$ cat config.mk
export PLATFORM = sky130hd
export DESIGN_NAME = lsb_stego_extract_unit
export DESIGN_NICKNAME = d
export VERILOG_FILES = /design/src/hw/rtl/lse_pkg.sv /design/src/hw/rtl/lse_decode.sv /design/src/hw/rtl/lse_out_buf.sv /design/src/hw/rtl/lsb_stego_extract_unit.sv
export VERILOG_INCLUDE_DIRS = /design/src /design/src/hw/rtl
export SDC_FILE = /design/constraint.sdc
export NUM_CORES = 1
export LEC_CHECK = 0
export BUFFER_PORTS_ARGS = -buffer_cell sky130_fd_sc_hd__buf_4
export CAP_MARGIN = 20
export CORE_UTILIZATION = 55
export DETAILED_ROUTE_END_ITERATION = 12
export PLACE_DENSITY = 0.78
export SYNTH_ARGS = -nofsm -noshare
export SYNTH_HDL_FRONTEND = slang
export SYNTH_SLANG_ARGS = --single-unit
$ cat constraint.sdc
create_clock -name aclk -period 9.77 [get_ports aclk]
set_clock_uncertainty 0.1 [all_clocks]
set_input_delay 0.4885 -clock aclk [delete_from_list [all_inputs] [get_ports aclk]]
set_output_delay 0.4885 -clock aclk [all_outputs]
set_load 0.02 [all_outputs]
$ cat src/hw/rtl/lsb_stego_extract_unit_macros.svh
// ---------------------------------------------------------------------------
// lsb_stego_extract_unit assertion macros
// shared concurrent assertion forms, clocked on aclk
// ---------------------------------------------------------------------------
`ifndef LSB_STEGO_EXTRACT_UNIT_MACROS_SVH
`define LSB_STEGO_EXTRACT_UNIT_MACROS_SVH

// check a property outside reset
`define LSE_ASSERT(label, prop, msg) \
    label: assert property (@(posedge aclk) disable iff (!aresetn) (prop)) \
        else $error(msg);

// check a property on every edge, reset included
`define LSE_ASSERT_ALWAYS(label, prop, msg) \
    label: assert property (@(posedge aclk) (prop)) else $error(msg);

`endif

$ cat src/hw/rtl/lse_pkg.sv
// ---------------------------------------------------------------------------
// lse_pkg
// shared types and constants of the lsb stego extraction unit
// ---------------------------------------------------------------------------
package lse_pkg;

    // field widths
    localparam int PIXELS_W        = 24;
    localparam int CHAN_W          = 8;
    localparam int BYTE_W          = 8;
    localparam int KIND_W          = 2;
    localparam int HEADER_BITS_DEF = 16;

    // result kinds
    typedef enum logic [KIND_W-1:0] {
        KIND_BYTE     = 2'd0,
        KIND_DONE     = 2'd1,
        KIND_SMALL    = 2'd2,
        KIND_CAPACITY = 2'd3
    } kind_t;

    // decoder phases
    typedef enum logic [1:0] {
        PH_IDLE    = 2'd0,
        PH_HEADER  = 2'd1,
        PH_PAYLOAD = 2'd2
    } phase_t;

    // one input pixel
    typedef struct packed {
        logic              start;
        logic [CHAN_W-1:0] green;
        logic [CHAN_W-1:0] blue;
    } pixel_t;

    // one result
    typedef struct packed {
        kind_t             kind;
        logic [BYTE_W-1:0] data;
        logic              last;
    } result_t;

    // result handoff from decoder to output buffer
    typedef struct packed {
        logic    valid;
        result_t res;
    } push_t;

endpackage

$ cat src/hw/rtl/lse_decode.sv
// ---------------------------------------------------------------------------
// lse_decode
// hidden bit recovery, header length capture and payload byte packing
// ---------------------------------------------------------------------------
`include "lsb_stego_extract_unit_macros.svh"

module lse_decode #(
    parameter int HEADER_BITS = lse_pkg::HEADER_BITS_DEF
) (
    input  logic                          aclk,
    input  logic                          aresetn,
    input  logic                          step,
    input  lse_pkg::pixel_t               pixel,
    input  logic [lse_pkg::PIXELS_W-1:0]  image_pixels,
    output lse_pkg::push_t                push
);

    localparam int CNT_W = $clog2(HEADER_BITS + 1);
    localparam int CMP_W = (HEADER_BITS + 3 > lse_pkg::PIXELS_W) ?
                           HEADER_BITS + 3 : lse_pkg::PIXELS_W;

    lse_pkg::phase_t            phase_reg,  phase_next;
    logic [HEADER_BITS-1:0]     length_reg, length_next;
    logic [CNT_W-1:0]           count_reg,  count_next;
    logic [lse_pkg::BYTE_W-1:0] byte_reg,   byte_next;
    logic [HEADER_BITS-1:0]     left_reg,   left_next;

    logic                          hbit;
    logic [lse_pkg::PIXELS_W-1:0]  avail;
    logic [CMP_W-1:0]              needed;
    logic [CNT_W-1:0]              cnt_inc;

    assign hbit = pixel.green[0] ^ pixel.blue[0];

    // state registers
    always_ff @(posedge aclk) begin
        if (!aresetn) begin
            phase_reg  <= lse_pkg::PH_IDLE;
            length_reg <= '0;
            count_reg  <= '0;
            byte_reg   <= '0;
            left_reg   <= '0;
        end else if (step) begin
            phase_reg  <= phase_next;
            length_reg <= length_next;
            count_reg  <= count_next;
            byte_reg   <= byte_next;
            left_reg   <= left_next;
        end
    end

    // next state and result for the pixel in the input register
    always_comb begin
        phase_next  = phase_reg;
        length_next = length_reg;
        count_next  = count_reg;
        byte_next   = byte_reg;
        left_next   = left_reg;
        push.valid    = 1'b0;
        push.res.kind = lse_pkg::KIND_BYTE;
        push.res.data = '0;
        push.res.last = 1'b0;
        avail   = '0;
        needed  = '0;
        cnt_inc = '0;

        // start of image drops partial work
        if (pixel.start) begin
            length_next = '0;
            count_next  = '0;
            byte_next   = '0;
            left_next   = '0;
            if (image_pixels < lse_pkg::PIXELS_W'(HEADER_BITS)) begin
                phase_next    = lse_pkg::PH_IDLE;
                push.valid    = step;
                push.res.kind = lse_pkg::KIND_SMALL;
                push.res.last = 1'b1;
            end else begin
                phase_next = lse_pkg::PH_HEADER;
            end
        end

        if (!(pixel.start && image_pixels < lse_pkg::PIXELS_W'(HEADER_BITS))) begin
            cnt_inc = count_next + CNT_W'(1);
            unique case (phase_next)
                // collect length bits, msb first
                lse_pkg::PH_HEADER: begin
                    length_next = {length_next[HEADER_BITS-2:0], hbit};
                    count_next  = cnt_inc;
                    if (cnt_inc >= CNT_W'(HEADER_BITS)) begin
                        needed = CMP_W'({length_next, 3'b000});
                        if (image_pixels > lse_pkg::PIXELS_W'(HEADER_BITS)) begin
                            avail = image_pixels - lse_pkg::PIXELS_W'(HEADER_BITS);
                        end
                        phase_next = lse_pkg::PH_IDLE;
                        if (needed > CMP_W'(avail)) begin
                            push.valid    = step;
                            push.res.kind = lse_pkg::KIND_CAPACITY;
                            push.res.last = 1'b1;
                        end else if (length_next == '0) begin
                            push.valid    = step;
                            push.res.kind = lse_pkg::KIND_DONE;
                            push.res.last = 1'b1;
                        end else begin
                            phase_next = lse_pkg::PH_PAYLOAD;
                            left_next  = length_next;
                            count_next = '0;
                            byte_next  = '0;
                        end
                    end
                end
                // pack payload bits, msb first
                lse_pkg::PH_PAYLOAD: begin
                    byte_next  = {byte_next[lse_pkg::BYTE_W-2:0], hbit};
                    count_next = cnt_inc;
                    if (cnt_inc >= CNT_W'(lse_pkg::BYTE_W)) begin
                        push.valid    = step;
                        push.res.kind = lse_pkg::KIND_BYTE;
                        push.res.data = byte_next;
                        push.res.last = (left_next <= HEADER_BITS'(1));
                        count_next    = '0;
                        byte_next     = '0;
                        if (left_next <= HEADER_BITS'(1)) begin
                            phase_next = lse_pkg::PH_IDLE;
                        end
                        left_next = left_next - HEADER_BITS'(1);
                    end
                end
                default: begin
                end
            endcase
        end
    end

    `LSE_ASSERT(a_err_kinds_last, push.valid && push.res.kind != lse_pkg::KIND_BYTE |-> push.res.last && push.res.data == '0, "non-byte result must be last and zero")
    `LSE_ASSERT(a_payload_left, phase_reg == lse_pkg::PH_PAYLOAD |-> left_reg != '0, "payload phase with no bytes left")
    `LSE_ASSERT(a_count_range, phase_reg == lse_pkg::PH_PAYLOAD |-> count_reg < CNT_W'(lse_pkg::BYTE_W), "payload bit count out of range")

endmodule

$ cat src/hw/rtl/lse_out_buf.sv
// ---------------------------------------------------------------------------
// lse_out_buf
// result register with skid stage toward the master channel
// ---------------------------------------------------------------------------
`include "lsb_stego_extract_unit_macros.svh"

module lse_out_buf (
    input  logic             aclk,
    input  logic             aresetn,
    input  lse_pkg::push_t   push,
    output logic             space,
    output logic             out_valid,
    output lse_pkg::result_t out_res,
    input  logic             out_ready
);

    logic             main_valid_reg;
    logic             skid_valid_reg;
    lse_pkg::result_t main_reg;
    lse_pkg::result_t skid_reg;
    logic             pop;

    assign pop       = main_valid_reg && out_ready;
    assign space     = !skid_valid_reg;
    assign out_valid = main_valid_reg;
    assign out_res   = main_reg;

    // valid flags
    always_ff @(posedge aclk) begin
        if (!aresetn) begin
            main_valid_reg <= 1'b0;
            skid_valid_reg <= 1'b0;
        end else if (skid_valid_reg) begin
            if (pop) begin
                skid_valid_reg <= 1'b0;
            end
        end else if (push.valid) begin
            if (main_valid_reg && !pop) begin
                skid_valid_reg <= 1'b1;
            end else begin
                main_valid_reg <= 1'b1;
            end
        end else if (pop) begin
            main_valid_reg <= 1'b0;
        end
    end

    // payload registers
    always_ff @(posedge aclk) begin
        if (skid_valid_reg) begin
            if (pop) begin
                main_reg <= skid_reg;
            end
        end else if (push.valid) begin
            if (main_valid_reg && !pop) begin
                skid_reg <= push.res;
            end else begin
                main_reg <= push.res;
            end
        end
    end

    `LSE_ASSERT(a_skid_implies_main, skid_valid_reg |-> main_valid_reg, "skid full with empty main")
    `LSE_ASSERT(a_no_push_when_full, push.valid |-> !skid_valid_reg, "result pushed into full buffer")
    `LSE_ASSERT_ALWAYS(a_reset_empty, !aresetn |=> !main_valid_reg && !skid_valid_reg, "buffer not empty after reset")

endmodule

$ cat src/hw/rtl/lsb_stego_extract_unit.sv
// ---------------------------------------------------------------------------
// lsb_stego_extract_unit
// recovers a length-prefixed payload from the low bits of image pixels
// ---------------------------------------------------------------------------
// usage:
//   s_ channel: one pixel per beat, tuser marks the first pixel of an image,
//   tdata carries green and blue bytes. each pixel gives one hidden bit.
//   m_ channel: at most one result per pixel: a payload byte every eight
//   payload pixels, or a done / too-small / over-capacity code. tlast flags
//   the final result of an image.
//   cfg_wr_en / cfg_wr_data load the image pixel count; write it while idle.
//   path: the input register loads the pixel beat, the decoder works on it
//   combinationally, and the result register (or skid stage) loads the result.
//   throughput: one pixel per cycle while the skid stage is empty, set by the
//   state update between the input register and the result register.
//   reset: synchronous active-low aresetn empties the input, result and skid
//   registers, clears the decoder to idle and the pixel count to zero.
//   stall: a skid stage holds one extra result; while it is full the input
//   register holds its pixel and s_tready drops once that is occupied.
// ---------------------------------------------------------------------------
module lsb_stego_extract_unit #(
    parameter int HEADER_BITS = lse_pkg::HEADER_BITS_DEF
) (
    input  logic                                aclk,
    input  logic                                aresetn,
    // configuration
    input  logic                                cfg_wr_en,
    input  logic [lse_pkg::PIXELS_W-1:0]        cfg_wr_data,
    // pixel input
    input  logic                                s_tvalid,
    output logic                                s_tready,
    input  logic [2*lse_pkg::CHAN_W-1:0]        s_tdata,   // green_value, blue_value
    input  logic                                s_tuser,   // start_of_image
    // result output
    output logic                                m_tvalid,
    input  logic                                m_tready,
    output logic [lse_pkg::BYTE_W-1:0]          m_tdata,   // payload_byte
    output logic [lse_pkg::KIND_W-1:0]          m_tuser,   // result_kind
    output logic                                m_tlast    // last_byte
);

    logic [lse_pkg::PIXELS_W-1:0] pixels_reg;
    logic                         in_valid_reg;
    lse_pkg::pixel_t              in_reg;
    logic                         space;
    logic                         advance;
    logic                         s_accept;
    lse_pkg::push_t               push;
    lse_pkg::result_t             out_res;

    assign advance  = in_valid_reg && space;
    assign s_tready = !in_valid_reg || space;
    assign s_accept = s_tvalid && s_tready;

    // configuration register
    always_ff @(posedge aclk) begin
        if (!aresetn) begin
            pixels_reg <= '0;
        end else if (cfg_wr_en) begin
            pixels_reg <= cfg_wr_data;
        end
    end

    // input register valid
    always_ff @(posedge aclk) begin
        if (!aresetn) begin
            in_valid_reg <= 1'b0;
        end else if (s_accept) begin
            in_valid_reg <= 1'b1;
        end else if (advance) begin
            in_valid_reg <= 1'b0;
        end
    end

    // input register payload
    always_ff @(posedge aclk) begin
        if (s_accept) begin
            in_reg.start <= s_tuser;
            in_reg.green <= s_tdata[lse_pkg::CHAN_W-1:0];
            in_reg.blue  <= s_tdata[2*lse_pkg::CHAN_W-1:lse_pkg::CHAN_W];
        end
    end

    lse_decode #(
        .HEADER_BITS (HEADER_BITS)
    ) u_decode (
        .aclk         (aclk),
        .aresetn      (aresetn),
        .step         (advance),
        .pixel        (in_reg),
        .image_pixels (pixels_reg),
        .push         (push)
    );

    lse_out_buf u_out_buf (
        .aclk      (aclk),
        .aresetn   (aresetn),
        .push      (push),
        .space     (space),
        .out_valid (m_tvalid),
        .out_res   (out_res),
        .out_ready (m_tready)
    );

    // result fields onto the master channel
    assign m_tdata = out_res.data;
    assign m_tuser = out_res.kind;
    assign m_tlast = out_res.last;

endmodule

==> results.md, run 1 <==
- Status: finished, final reports clean
- Slew headroom: between 20% and 30%
- CP max FO: 18
- Pwr Density: ~130 nW/um^2
- Post-DP Area: 6040 sq um
- Die Wd: slightly above 100 microns
- Initial Utilization: 57.1%
- H-Tree Level Count: 3
- Crit-path cells: or4_4, nor4_2, nand3b_1, or3_1, nand2_1, ha_1, nand4_1, nor3_1, a2111oi_0, or4b_1, a221o_2, a22oi_1, o21ai_0, nor3b_1, buf_4
- Vias after detailed routing: 5292
- First-pass GRT wire length: 24.0 mm
- PostCTS Resize Cnt: 0
- R2R depth: 15
- Worst IR drop on VDD: 93.9 uV
- Inst Count DP: 805
- Slowest cell delay on critical path: 0.71 ns
- Hold Crit Depth: 1
- Slew Viols, Final: 0
- Insertion delay to the later sink of the worst-skew pair: 0.37 ns
- Slowest CP cell: nor3b_1
- GRT Total Usage: 29.7%
- Congestion Overflow GR: 0
- Synthesis-to-layout area growth: 10.7%
- Top layer in use: met4
- Synth area leader: dfxtp_1
- FP Rows: 36
- Clock root cell: clkbuf_8
- Worst-Margin Slew: 1.12 ns
- EDFF count, synth: 25
- Yosys synthesis warning count: 0
- Mapped cell area: 5640 sq um
- Diode count: 0
- CP Launch Point: pixels_reg[14]
- Syn avg cell area: about 8.6 sq um
- Post-synth net total: 723
- Worst-path clk slew: 0.11 ns
- Post-Syn Instances: approximately 650
- Hold Path Class: primary input to flop
- Main flop type after synthesis: dfxtp_1
- FF+latch count, synth: 97
- Drt total wl: about 15 mm
- Layout cells sized above 1: 13.4%
- Kind of critical path: flop to flop
- Met1 WL: 6.48 mm
- Setup crit end kind: flop
- Final Wtd Congestion: 0.914
- Die area: 10700 sq um
- Fillers: 844
- Post-CTS setup buffers: 0
- Post-route cell area: roughly 6200 sq um
- Die Ht: 103 microns
- Arrival time of the worst setup path: 6.07 ns
- P_leak: 2.48 nW
- Number of CTS-inserted buffers: 9
- Post-synth top area share: 25.6%
- CP Launch Type: flop
- Non-Filler Instances: 821
- Async set-reset flop share out of synthesis: 0%
- Min Tclk post-route: 6.08 ns
- Initial DRC count: between 500 and 600
- Fin Hold WS: 0.189 ns
- Core area: 9860 sq um
- Port bufs: 44
- Fin util: 63.2%
- Met3 routed WL: 997 microns
- Final hold vios: 0
- CTS tree: built
- Met2 routed WL: 7.42 mm
- Synth unique cells: 70
- Vias in the first global route: around 4900
- DRT Pass-1 Iters: 7
- WL per Instance: 18.7 microns
- Min-delay src: s_tdata[8]
- Dpl hpwl: around 11 mm
- I/O Pins: slightly below 60
- Req. time, crit path: slightly below 10 ns
- Hold buffers post-CTS: 0
- Initial antenna violation count: 0
- Residual DRC count: 0
- Nets: about 750
- Setup TNS: 0 ns
- Area contributors post-synth: dfxtp_1 26%, edfxtp_1 13%, nor2_1 5.7%
- Largest net degree at the start of global routing: 56
- Max reg flops: 24
- # Max-Cap Violations: 0
- Unrepaired setup endpoints after global routing: no
- Largest buffer count on any clock path: 2
- Max Clk Rate: between 150 and 200 MHz
- Post-synthesis sequential area ratio: 38.9%
- Clock Sink Count: 97
- Final setup fails: 0
- Number of vias per cell: 6.45
- Worst r2r src: pixels_reg[14]
- Final period util: 62.3%
- Antenna-violating nets left: 0
## cells in the mapped netlist, types with 3 or more instances
library cell,n
a32oi_1,4
nand3b_1,3
a221oi_1,5
nand4_1,5
nor2b_1,22
xor2_1,9
mux2_2,9
or3_1,7
mux2i_1,27
a21oi_1,50
nand2b_1,5
a211oi_1,6
edfxtp_1,25
nand3_1,13
a31oi_1,10
o31ai_1,7
o221ai_1,3
nor3_1,18
o211ai_1,9
a22oi_1,18
xnor2_1,7
a32o_1,3
or4_1,3
o21ai_0,29
nor4_1,9
dfxtp_1,72
and2_1,5
a21boi_0,3
nand2_1,59
buf_1,6
ha_1,23
nor3b_1,6
inv_1,18
nor2_1,85
and3_1,7
clkbuf_1,23
o21ai_1,3
## stage by stage
step / power (W) / worst slack (ns)
2_1_floorplan: 0.000531 / 4.32
3_3_place_gp: 0.000561 / 4.11
3_5_place_dp: 0.000567 / 3.92
4_1_cts: 0.000828 / 3.82
5_1_grt: 0.000861 / 3.40
6_report: 0.000828 / 3.69
## power by group
part | internal (W) | total (W) | switching (W)
Clock | 0.000103 | 0.000266 | 0.000163
Sequential | 0.000420 | 0.000432 | 0.0000118
Combinational | 0.0000519 | 0.000130 | 0.0000785
Total | 0.000575 | 0.000828 | 0.000254
## metal layers
layer,up-vias,track usage [%]
met2,259,49.5
met3,40,4.03
met1,2526,37.6
met4,0,15.3
li1,2467,-
met5,-,0
## final cells by class
class,count,area [sq um],area share (%)
clock inverters,7,76.3,1.22
inverters,20,75.1,1.20
multi-input cells,505,3230,51.8
clock buffers,9,124,1.99
well taps,133,166,2.67
repair buffers,50,375,6.02
flip-flops and latches,97,2190,35.1
## critical path: cells and delay by family (launching register included)
family	cells	cell delay, ns
compound gates	4	1.12
buf+inv	1	0.30
flops	1	0.36
fa+ha+maj	1	0.17
simple gates	9	3.73
## final timing paths
path                           end  slack [ns]
min reg2reg  u_decode.phase_reg[1]        0.37
min                      in_reg[0]        0.19
max          u_out_buf.skid_reg[2]        3.69
max reg2reg  u_out_buf.skid_reg[2]        3.69
## logic make-up after synthesis
family / count (synthesis) / synth area share, %
AO/OA/AOI/OAI: 170 / 20.0
XOR/XNOR: 16 / 2.49
adder cells (fa/ha/maj): 23 / 5.11
buffers and inverters: 52 / 3.80
flip-flops: 97 / 38.9
multiplexers: 36 / 6.59
AND/OR/NAND/NOR: 260 / 23.1
## cells in the final DEF, fill, tap and decap left out, drive strengths merged, types with 23 or more instances in the layout
cell type	instances
dfxtp	72
buf	50
o21ai	32
inv	24
nor2	85
a21oi	50
ha	23
nand2	60
edfxtp	25
mux2i	27
No activity file was read; power rests on OpenSTA's default activity.
==> run 2: changes to the inputs <==
- ABC_AREA: unset -> 1
- CORE_UTILIZATION: 55 -> 54
- PLACE_DENSITY: 0.78 -> 0.8
- clock period: 9.77 -> 5 ns (I/O delays scaled with it)
==> run 2 against run 1 <==
Synthesized cell count grew 46%. Critical endpoint is now u_out_buf.skid_reg[1]. Via count grew 17%. Die area grew 13%. Sequential share of layout area shrank 4.1 points. Non-clock buffer count grew 14. Clock-buffer cell count is the same. Maximum frequency grew 36%. Highest routed layer unchanged. Area after synthesis grew 11%. Register-to-register slack lost 3.2 ns. Worst hold slack lost 0.18 ns. Critical path type unchanged.
==> results.md, run 2 <==
- Pwr Density: 263 nW/um^2 (was 133 nW/um^2)
- PostCTS Resize Cnt: 0 (unchanged)
- Port bufs: 44 (unchanged)
- Inst Count DP: 1109 (was 805)
- Final Wtd Congestion: 0.928 (was 0.914)
- Min-delay src: cfg_wr_data[11] (was s_tdata[8])
- Hold Path Class: primary input to flop (unchanged)
- Status: finished, final reports clean (unchanged)
- Worst-path clk slew: 0.08 ns (was 0.11 ns)
- Worst r2r src: pixels_reg[4] (was pixels_reg[14])
- # Max-Cap Violations: 0 (unchanged)
- Insertion delay to the later sink of the worst-skew pair: 0.37 ns (about the same)
- Initial DRC count: 531 (was 530)
- Die Ht: 110 microns (was 103 microns)
- Congestion Overflow GR: 0 (unchanged)
- Worst-Margin Slew: 0.837 ns (was 1.12 ns)
- Setup crit end kind: flop (unchanged)
- Drt total wl: 15.4 mm (about the same)
- Final setup fails: 0 (unchanged)
- Largest net degree at the start of global routing: 43 (was 56)
- H-Tree Level Count: 3 (unchanged)
- Core area: 11100 sq um (was 9860 sq um)
- Arrival time of the worst setup path: 4.45 ns (was 6.07 ns)
- Setup TNS: 0 ns (unchanged)
- EDFF count, synth: 25 (unchanged)
- Min Tclk post-route: 4.47 ns (was 6.08 ns)
- Dpl hpwl: 11.0 mm (was 10.9 mm)
- Power, Total: 0.00185 W (was 0.000828 W)
- Synth area leader: dfxtp_1 (unchanged)
- Area contributors post-synth: dfxtp_1 23%, nand2_1 17%, edfxtp_1 12% (was dfxtp_1 26%, edfxtp_1 13%, nor2_1 5.7%)
- Slowest cell delay on critical path: 0.37 ns (was 0.71 ns)
- Unrepaired setup endpoints after global routing: no (unchanged)
- Most frequent cells in the layout: 283 x nand2_1, 102 x a21oi_1, 89 x nor2_1 (was 85 x nor2_1, 72 x dfxtp_1, 59 x nand2_1)
- Vias in the first global route: 5561 (was 4876)
- GRT Total Usage: 28.0% (was 29.7%)
- Final hold vios: 0 (unchanged)
- Async set-reset flop share out of synthesis: 0% (unchanged)
- Residual DRC count: 0 (unchanged)
- Clock root cell: clkbuf_16 (was clkbuf_8)
- FP Rows: 38 (was 36)
- First-pass GRT wire length: 26.1 mm (was 24.0 mm)
- Req. time, crit path: 4.98 ns (was 9.76 ns)
- Mapped cell area: 6260 sq um (was 5640 sq um)
- Commonest cells in the synthesized netlist: 283 x nand2_1, 102 x a21oi_1, 89 x nor2_1 (was 85 x nor2_1, 72 x dfxtp_1, 59 x nand2_1)
- Non-Filler Instances: 1133 (was 821)
- CP Launch Type: flop (unchanged)
- CP most frequent cell: nand2_1
- Post-Syn Instances: 955 (was 654)
- Slowest CP cell: nor2_1 (was nor3b_1)
- Post-synth net total: 1024 (was 723)
- Post-synth top area share: 23.0% (was 25.6%)
- Vias after detailed routing: 6172 (was 5292)
- Largest buffer count on any clock path: 2 (unchanged)
- Post-synthesis sequential area ratio: 35.0% (was 38.9%)
- Max reg flops: 24 (unchanged)
- Initial antenna violation count: 0 (unchanged)
- Nets: 1057 (was 752)
- Main flop type after synthesis: dfxtp_1 (unchanged)
- Die area: 12000 sq um (was 10700 sq um)
- Synthesis-to-layout area growth: 12.6% (was 10.7%)
- WL per Instance: 13.6 microns (was 18.7 microns)
- Yosys synthesis warning count: 0 (unchanged)
- FF+latch count, synth: 97 (unchanged)
- Die Wd: 110 microns (was 103 microns)
- Syn avg cell area: 6.56 sq um (was 8.62 sq um)
- Worst IR drop on VDD: 247 uV (was 93.9 uV)
- I/O Pins: 59 (unchanged)
- DRT Pass-1 Iters: 5 (was 7)
- P_leak: 3.26 nW (was 2.48 nW)
- CP Launch Point: pixels_reg[4] (was pixels_reg[14])
- Count leader, synth: nand2_1 (was nor2_1)
- Final period util: 89.3% (was 62.3%)
- Kind of critical path: flop to flop (unchanged)
- Most common cell after layout, fill and taps aside: nand2_1 (was nor2_1)
- Diode count: 0 (unchanged)
- Clock Sink Count: 97 (unchanged)
- Synth unique cells: 36 (was 70)
- CP max FO: 14 (was 18)
- Slew Viols, Final: 0 (unchanged)
- Fin Hold WS: 0.00591 ns (was 0.189 ns)
- Number of CTS-inserted buffers: 9 (unchanged)
- Initial Utilization: 56.6% (was 57.1%)
- Number of vias per cell: 5.45 (was 6.45)
- CTS tree: built (unchanged)
- Layout cells sized above 1: 12.0% (was 13.4%)
- Antenna-violating nets left: 0 (unchanged)
- Slew headroom: 44.0% (was 24.6%)
- Max Clk Rate: 224 MHz (was 164 MHz)
[run 2: cell count changes after synthesis, sizes merged, moves of 9 or more]
cell / change
nand2: +234
inv: +74
a21oi: +52
o21ai: +45
nand3: +41
mux2i: -26
nor2b: -22
nor2: +20
a22oi: -18
nand4: +14
mux2: -9
[run 2: through the flow]
step | util (%) | cell area, sq um | worst slack [ns]
detailed placement | 60.2 | 6660 | 0.604
finish | 63.7 | 7050 | 0.534
global route | 63.7 | 7050 | 0.128
global placement | 60.2 | 6660 | 0.657
CTS | 63.7 | 7050 | 0.535
floorplan | - | 6260 | 0.838
[run 2: area by class of cell]
cell class	instances	area [sq um]
clock buffers	9	225
clock inverters	7	85.1
fillers	1032	4020
inverters	96	363
multi-input cells	720	3510
flip-flops and latches	97	2190
well taps	140	175
repair buffers	64	500
[run 2: path summary, 6_finish.rpt]
check | slack [ns] | cells past startpoint | end
worst max-delay path | 0.53 | 28 | u_out_buf.skid_reg[1]
worst min-delay path | 0.006 | 3 | pixels_reg[11]
worst max register to register | 0.53 | 28 | u_out_buf.skid_reg[1]
worst min register to register | 0.37 | 2 | u_decode.phase_reg[0]
[run 2: routing by layer]
metal	up-vias	part of all wire (%)	track usage [%]
li1	3198	-	-
met2	180	48	46.6
met4	0	2.7	12.0
met1	2764	44	35.9
met3	30	5.3	4.21
met5	-	0	0
[run 2: power by group]
| part | internal [W] | switching [W] | total, W |
|---|---|---|---|
| registers | 0.000826 | 0.0000218 | 0.000848 |
| logic | 0.000103 | 0.000189 | 0.000292 |
| clock network | 0.000357 | 0.000358 | 0.000715 |
[run 2: critical path, delay by kind of cell, from the launching register on]
family / cells / cell delay [ns]
adders and majority gates: 2 / 0.61
and+or+nand+nor: 22 / 2.43
buffers and inverters: 4 / 0.70
DFF: 1 / 0.33
[run 2: what timing repair did]
action / 4_1_cts / 5_1_grt
hold endpoints to repair: 8 / 0
endpoints found under the setup margin: 0 / 0
setup buffers: 0 / 0
hold buffers: 8 / 0
[run 2: cell families after synthesis]
family                   count (synthesis)  synth area share [%]
multiplexers                             1                 0.160
XOR/XNOR                                11                  1.54
buffers and inverters                  138                  8.93
AND/OR/NAND/NOR                        494                  34.0
flip-flops                              97                  35.0
adder cells (fa/ha/maj)                 23                  4.59
AO/OA/AOI/OAI                          191                  15.8
